## src/rtl/core/tldsim_pkg.sv

```systemverilog
// ----------------------------------------------------------------------------
// tldsim_pkg
// Shared widths, register codes, reset values and control structs of the
// tandem line departure simulator.
// ----------------------------------------------------------------------------
package tldsim_pkg;

   // departure history and time format
   localparam int HISTORY_DEPTH      = 128;
   localparam int HIST_ADDR_WIDTH    = $clog2(HISTORY_DEPTH);
   localparam int TIME_FRACTION_BITS = 16;
   localparam int TIME_WIDTH         = 48;
   localparam int SERVICE_WIDTH      = 24;

   // counts and buffer sizes
   localparam int COUNT_WIDTH  = 16;
   localparam int BUFFER_WIDTH = 7;

   // throughput result, UQ16.16
   localparam int THROUGHPUT_WIDTH         = 32;
   localparam int THROUGHPUT_FRACTION_BITS = 16;
   localparam int DIVIDEND_WIDTH = COUNT_WIDTH + TIME_FRACTION_BITS + THROUGHPUT_FRACTION_BITS;
   localparam int DIV_COUNT_WIDTH = $clog2(DIVIDEND_WIDTH);

   // stream payload widths
   localparam int REQ_DATA_WIDTH = 3 * SERVICE_WIDTH;
   localparam int RSP_DATA_WIDTH = THROUGHPUT_WIDTH + TIME_WIDTH;
   localparam int RSP_USER_WIDTH = 1;

   // configuration port
   localparam int CSR_INDEX_WIDTH = 2;
   localparam int CSR_DATA_WIDTH  = 16;

   localparam logic [CSR_INDEX_WIDTH-1:0] CSR_JOB_COUNT     = 2'd0;
   localparam logic [CSR_INDEX_WIDTH-1:0] CSR_BURNIN_COUNT  = 2'd1;
   localparam logic [CSR_INDEX_WIDTH-1:0] CSR_FIRST_BUFFER  = 2'd2;
   localparam logic [CSR_INDEX_WIDTH-1:0] CSR_SECOND_BUFFER = 2'd3;

   localparam logic [COUNT_WIDTH-1:0]  JOB_COUNT_RESET     = 16'd2050;
   localparam logic [COUNT_WIDTH-1:0]  BURNIN_COUNT_RESET  = 16'd2000;
   localparam logic [BUFFER_WIDTH-1:0] BUFFER_SIZE_RESET   = 7'd64;

   // commands from controller to datapath, one active at a time
   typedef struct packed {
      logic load;
      logic step1;
      logic step2;
      logic step3;
      logic step4;
      logic wrap;
      logic div_start;
      logic result_load;
   } dp_cmd_type;

   // status from datapath to controller
   typedef struct packed {
      logic last_job;
      logic window_empty;
      logic elapsed_zero;
      logic div_busy;
      logic out_free;
   } dp_status_type;

   // buffer size saturated into 1..HISTORY_DEPTH, as a look-back distance
   function automatic logic [COUNT_WIDTH-1:0] clamp_buffer(input logic [BUFFER_WIDTH-1:0] size);
      logic [COUNT_WIDTH-1:0] wide;
      wide = COUNT_WIDTH'(size);
      if (wide == '0) begin
         return COUNT_WIDTH'(1);
      end else if (wide > COUNT_WIDTH'(HISTORY_DEPTH)) begin
         return COUNT_WIDTH'(HISTORY_DEPTH);
      end
      return wide;
   endfunction

endpackage

```

## src/rtl/core/tldsim_ctrl.sv

```systemverilog
// ----------------------------------------------------------------------------
// tldsim_ctrl
// Sequencer for one job through the three stages and for the end-of-run
// throughput evaluation.
// ----------------------------------------------------------------------------
module tldsim_ctrl (
   input  logic                        clock,
   input  logic                        reset,
   input  logic                        req_tvalid,
   output logic                        req_tready,
   input  tldsim_pkg::dp_status_type   status,
   output tldsim_pkg::dp_cmd_type      cmd
);

   localparam logic [3:0] ST_IDLE   = 4'd0;
   localparam logic [3:0] ST_STEP1  = 4'd1;
   localparam logic [3:0] ST_STEP2  = 4'd2;
   localparam logic [3:0] ST_STEP3  = 4'd3;
   localparam logic [3:0] ST_STEP4  = 4'd4;
   localparam logic [3:0] ST_WRAP   = 4'd5;
   localparam logic [3:0] ST_EVAL   = 4'd6;
   localparam logic [3:0] ST_DIV    = 4'd7;
   localparam logic [3:0] ST_RESULT = 4'd8;

   logic [3:0] state_ff, state_in;

   // transitions and commands
   always_comb begin
      state_in = state_ff;
      cmd      = '0;
      case (state_ff)
         ST_IDLE: begin
            if (req_tvalid) begin
               cmd.load = 1'b1;
               state_in = ST_STEP1;
            end
         end
         ST_STEP1: begin
            cmd.step1 = 1'b1;
            state_in  = ST_STEP2;
         end
         ST_STEP2: begin
            cmd.step2 = 1'b1;
            state_in  = ST_STEP3;
         end
         ST_STEP3: begin
            cmd.step3 = 1'b1;
            state_in  = ST_STEP4;
         end
         ST_STEP4: begin
            cmd.step4 = 1'b1;
            state_in  = ST_WRAP;
         end
         ST_WRAP: begin
            cmd.wrap = 1'b1;
            state_in = status.last_job ? ST_EVAL : ST_IDLE;
         end
         ST_EVAL: begin
            if (status.window_empty || status.elapsed_zero) begin
               state_in = ST_RESULT;
            end else begin
               cmd.div_start = 1'b1;
               state_in      = ST_DIV;
            end
         end
         ST_DIV: begin
            if (!status.div_busy) begin
               state_in = ST_RESULT;
            end
         end
         ST_RESULT: begin
            if (status.out_free) begin
               cmd.result_load = 1'b1;
               state_in        = ST_IDLE;
            end
         end
         default: begin
            state_in = ST_IDLE;
         end
      endcase
   end

   always_ff @(posedge clock) begin
      if (reset) begin
         state_ff <= ST_IDLE;
      end else begin
         state_ff <= state_in;
      end
   end

   assign req_tready = state_ff == ST_IDLE;

endmodule
```

## config.mk

```make
export PLATFORM = sky130hd
export DESIGN_NAME = tldsim_ctrl
export DESIGN_NICKNAME = d
export VERILOG_FILES = /design/src/rtl/core/tldsim_pkg.sv /design/src/rtl/core/tldsim_ctrl.sv
export SDC_FILE = /design/constraint.sdc
export NUM_CORES = 1
export LEC_CHECK = 0
export ABC_AREA = 1
export BUFFER_PORTS_ARGS = -buffer_cell sky130_fd_sc_hd__buf_4
export CORE_AREA = 2 2 39 41
export CTS_CLUSTER_DIAMETER = 120
export DETAILED_ROUTE_END_ITERATION = 12
export DIE_AREA = 0 0 41 43
export PLACE_DENSITY = 0.46
export SLEW_MARGIN = 25
export SYNTH_ARGS = -nofsm -noshare
export SYNTH_HDL_FRONTEND = slang
export SYNTH_SLANG_ARGS = --single-unit
```

## constraint.sdc

```tcl
create_clock -name clock -period 3.1 [get_ports clock]
set_input_delay 0.465 -clock clock [delete_from_list [all_inputs] [get_ports clock]]
set_output_delay 0.465 -clock clock [all_outputs]
set_load 0.05 [all_outputs]
```

==> flow_metrics.env, run 1 <==
export IMPL_ir_drop_v=0.000651
export IMPL_grt_use_total=0.110
export IMPL_drt_wirelength_per_cell_um=9.07
export IMPL_synth_seq_cells=4
export IMPL_drv_cap=0
export IMPL_cts_made_buffers=3
export IMPL_largest_register_ffs=4
export IMPL_instances_no_fill=94
export IMPL_grt_ovfl_total=0
export IMPL_clockBufferDepth=2
export IMPL_layout_nets=88
export IMPL_cp_end_kind="primary output"
export IMPL_yosysWarnings=0
export IMPL_num_rows=14
export IMPL_drive_above_1_share=0.308
export IMPL_critPathLaunch="state_ff[0]"
export IMPL_seq_area_frac_synth=0.245
export IMPL_vias=400
export IMPL_drv_slew=0
export IMPL_antenna_cells=0
export IMPL_start_kind="flop"
export IMPL_tns_ps=0
export IMPL_mostFrequentLayoutCells="buf_4, inv_1, nand2_1"
export IMPL_grt_max_degree=7
export IMPL_slew_headroom=0.807
export IMPL_cts_tree="yes"
export IMPL_insertion_delay_ps=230
export IMPL_cts_hold_buf=0
export IMPL_top_register="state_ff"
export IMPL_path_clk_slew_ps=40
export IMPL_required_ps=2630
export IMPL_hp_start="reset"
export IMPL_placed_cells=91
export IMPL_synth_top_area_frac=0.245
export IMPL_status="finished, final reports clean"
export IMPL_worstPathMaxFanout=6
export IMPL_syn_nets=67
export IMPL_dieArea_um2=1760
export IMPL_fmax_mhz=538
export IMPL_drc=0
export IMPL_gp_congestion=0.752
export IMPL_die_h_um=43
export IMPL_fin_area_um2=489
export IMPL_dp_hpwl_um=720
export IMPL_antenna_found_initial=0
export IMPL_synthCells=59
export IMPL_crit_type="reg -> out"
export IMPL_reg2reg_from="state_ff[2]"
export IMPL_area_growth_pct=49.8
export IMPL_period_share=0.600
export IMPL_tightest_slew_ps=288
export IMPL_synth_area_leaders="dfxtp_1, inv_1, nand2_1, nor2_1, nand3_1"
export IMPL_drt_iter0_drc=8
export IMPL_min_path_type="in -> reg"
export IMPL_die_w_um=41
export IMPL_synth_distinct_cells=15
export IMPL_start_util=0.236
export IMPL_yosysTopAreaCell="dfxtp_1"
export IMPL_reg_top3="state_ff: 4 flops"
export IMPL_rsz0062_at_grt="no"
export IMPL_ant_nets=0
export IMPL_fin_crit_ps=1860
export IMPL_final_common_cell="buf_4"
export IMPL_synth_area_um2=327
export IMPL_finalHoldViolations=0
export IMPL_vias_per_cell=4.26
export IMPL_setup_viol=0
export IMPL_clock_sinks=4
export IMPL_ios=17
export IMPL_clock_root_buffer="clkbuf_4"
export IMPL_p_leak_nw=0.293
export IMPL_cts_resized=0
export IMPL_placed_cell_area_um2=467
export IMPL_power_density_nw_per_um2=986
export IMPL_arrival_ps=1390
export IMPL_drt_pass1_iter_count=3
export IMPL_grt_pass1_vias=326
export IMPL_syn_area_per_cell_um2=5.53
export IMPL_finClkSkew_ps=0.866
export IMPL_postCtsSetupBuffers=0
export IMPL_drt_wl_total_um=853
export IMPL_core_area_um2=1380
export IMPL_grt_pass1_wl_um=1280
export IMPL_htreeDepth=1
export IMPL_port_buffer_count=16
==> logic make-up (layout without fill, tap and decap cells) <==
logic type | Yosys count | count (layout) | synth area share
compound gates | 5 | 5 | 0.0881
flops | 4 | 4 | 0.245
buf+inv | 15 | 34 | 0.172
simple gates | 35 | 35 | 0.494
==> metal layers <==
layer	up-vias	track usage	wire length [µm]
met5	-	0	0
met4	0	0.0800	0
met3	0	0.0314	58
met2	13	0.153	407
met1	167	0.138	387
li1	220	-	-
==> path summary, 6_finish.rpt <==
kind                                    end  slack [ps]  cells past startpoint
worst min register to register  state_ff[3]         640                      4
worst max register to register  state_ff[2]        1910                      7
worst max-delay path                 cmd[0]        1240                      4
worst min-delay path            state_ff[0]         420                      2
==> through the flow <==
step	hold WS (ps)	power (W)	setup WS, ps	utilization
floorplan	527	0.000334	533	-
global placement	644	0.000422	1500	0.337
detailed placement	630	0.000421	1500	0.337
CTS	418	0.000488	1240	0.354
global route	424	0.000517	1130	0.354
finish	425	0.000483	1240	0.354
==> cells in the mapped netlist <==
cell     instances
o21ai_1          1
a21oi_1          2
a21oi_2          1
nor2_1          10
nor3_2           1
dfxtp_1          4
nand3_2          1
nor3_1           1
nand3_1          5
nand2_1         13
nand4_1          1
o21ai_0          1
nor4_1           1
nor2_2           2
inv_1           15
==> where the power goes <==
group / switching, W / internal (W) / total [W]
sequential: 0.0000199 / 0.0000676 / 0.0000876
combinational: 0.000235 / 0.0000976 / 0.000332
clock: 0.0000194 / 0.0000432 / 0.0000626
==> cell type report <==
class	instances	area, µm²
fillers	174	895
clock buffers	3	22.5
inverters	15	56.3
multi-input cells	40	190
well taps	16	20.0
repair buffers	16	120
flip-flops and latches	4	80.1
==> worst max-delay path: stages (launching register included) <==
cell	delay (ps)
dfxtp_1	350
nor2_1	270
inv_1	110
nor4_1	180
buf_4	240
Note: power is estimated with default switching activity, not from simulation.
==> run 2: changes to the inputs <==
PLACE_DENSITY = 0.47   (was 0.46)
clock period = 1.7 ns   (was 3.1 ns; I/O delays follow)
==> run 2 against run 1 <==
Net effect: die area did not move; sequential share of layout area is 0.53 points lower; first-iteration DRC count down 75%; combinational power grew 86%.
==> flow_metrics.env, run 2 (synthesized netlist as in run 1, its figures left out) <==
export IMPL_status="finished, final reports clean"
export IMPL_required_ps=1440
export IMPL_hold_slack_ps=204
export IMPL_drt_pass1_iter_count=4
export IMPL_slowest_delay_ps=410
export IMPL_dp_hpwl_um=681
export IMPL_ant_nets=0
export IMPL_drt_wl_total_um=793
export IMPL_mostFrequentLayoutCells="buf_4, inv_1, nand2_1"
export IMPL_period_share=0.914
export IMPL_clockBufferDepth=2
export IMPL_worstPathMaxFanout=5
export IMPL_vias=407
export IMPL_gp_congestion=0.681
export IMPL_top_register="state_ff"
export IMPL_drive_above_1_share=0.359
export IMPL_ios=17
export IMPL_grt_pass1_wl_um=1160
export IMPL_finClkSkew_ps=0.720
export IMPL_cts_hold_buf=0
export IMPL_slew_headroom=0.852
export IMPL_grt_pass1_vias=306
export IMPL_crit_cells=5
export IMPL_regToRegSetupSlack_ps=550
export IMPL_power_density_nw_per_um2=1770
export IMPL_cts_tree="yes"
export IMPL_htreeDepth=1
export IMPL_reg_top3="state_ff: 4 flops"
export IMPL_num_rows=14
export IMPL_antenna_found_initial=0
export IMPL_core_area_um2=1380
export IMPL_drt_wirelength_per_cell_um=8.44
export IMPL_clock_root_buffer="clkbuf_4"
export IMPL_cp_top_family="flip-flops"
export IMPL_critPathLaunch="state_ff[2]"
export IMPL_pre_cts_slack_ps=340
export IMPL_drv_slew=0
export IMPL_multi_input_area_um2=206
export IMPL_grt_ovfl_total=0
export IMPL_rsz0062_at_grt="no"
export IMPL_hold_path_depth=2
export IMPL_die_w_um=41
export IMPL_grt_max_degree=7
export IMPL_grt_use_total=0.100
export IMPL_area_growth_pct=54.8
export IMPL_slowest_stage="dfxtp_1"
export IMPL_clock_sinks=4
export IMPL_finalHoldViolations=0
export IMPL_layout_nets=88
export IMPL_cp_end_kind="primary output"
export IMPL_die_h_um=43
export IMPL_min_path_type="in -> reg"
export IMPL_seq_area_um2=80.1
export IMPL_dieArea_um2=1760
export IMPL_largest_register_ffs=4
export IMPL_arrival_ps=1300
export IMPL_fin_crit_ps=1550
export IMPL_tightest_slew_ps=222
export IMPL_fmax_mhz=644
export IMPL_fin_ws_ps=147
export IMPL_path_cells="inv_1 > nor2_2 > nand3_2 > inv_1 > buf_4"
export IMPL_start_kind="flop"
export IMPL_drv_cap=0
export IMPL_crit_type="reg -> out"
export IMPL_port_buffer_count=16
export IMPL_setup_viol=0
export IMPL_worst_path_most_repeated_cell="inv_1"
export IMPL_hp_start="reset"
export IMPL_drt_iter0_drc=2
export IMPL_antenna_cells=0
export IMPL_path_clk_slew_ps=40
export IMPL_ir_drop_v=0.000483
export IMPL_vias_per_cell=4.33
export IMPL_r2r_cells=6
export IMPL_drc=0
export IMPL_cts_made_buffers=3
export IMPL_start_util=0.236
export IMPL_crit_buf_inv=3
export IMPL_final_common_cell="buf_4"
export IMPL_fill_cells=166
export IMPL_reg2reg_from="state_ff[2]"
export IMPL_insertion_delay_ps=230
export IMPL_p_leak_nw=0.296
[run 2: where the power goes]
part           switching [W]  total (W)  internal (W)
Clock              0.0000372   0.000116     0.0000789
Combinational       0.000432   0.000617      0.000185
Sequential         0.0000404   0.000164      0.000123
Total               0.000510   0.000897      0.000387
[run 2: path summary, 6_finish.rpt]
check,endpoint
max,cmd[1]
min,state_ff[0]
max reg2reg,state_ff[0]
min reg2reg,state_ff[3]
[run 2: final cells by class]
type,instances,area share
flip-flops and latches,4,0.158
clock buffers,3,0.0446
inverters,15,0.111
multi-input cells,40,0.408
well taps,16,0.0396
repair buffers,16,0.238
[run 2: timing repair]
action | in CTS | in global routing
resized for setup | 0 | 2
setup buffers | 0 | 0
setup endpoints to repair | 0 | 2
[run 2: routing by layer]
layer	part of all wire	track usage	vias up	wire length [µm]
met4	0.024	0.100	0	19
li1	-	-	219	-
met3	0.10	0.0157	2	83
met1	0.39	0.125	170	312
met2	0.48	0.134	16	378
met5	0	0	-	0
[run 2: through the flow]
stage               TNS [ps]  cells  instance area [µm²]  total power [W]   util
finish                     0     94                  505         0.000897  0.365
detailed placement         0     91                  478         0.000779  0.345
global placement           0     91                  478         0.000782  0.345
global route               0     94                  505         0.000975  0.365
CTS                        0     94                  500         0.000903  0.362
floorplan              -85.6     59                  338         0.000620      -
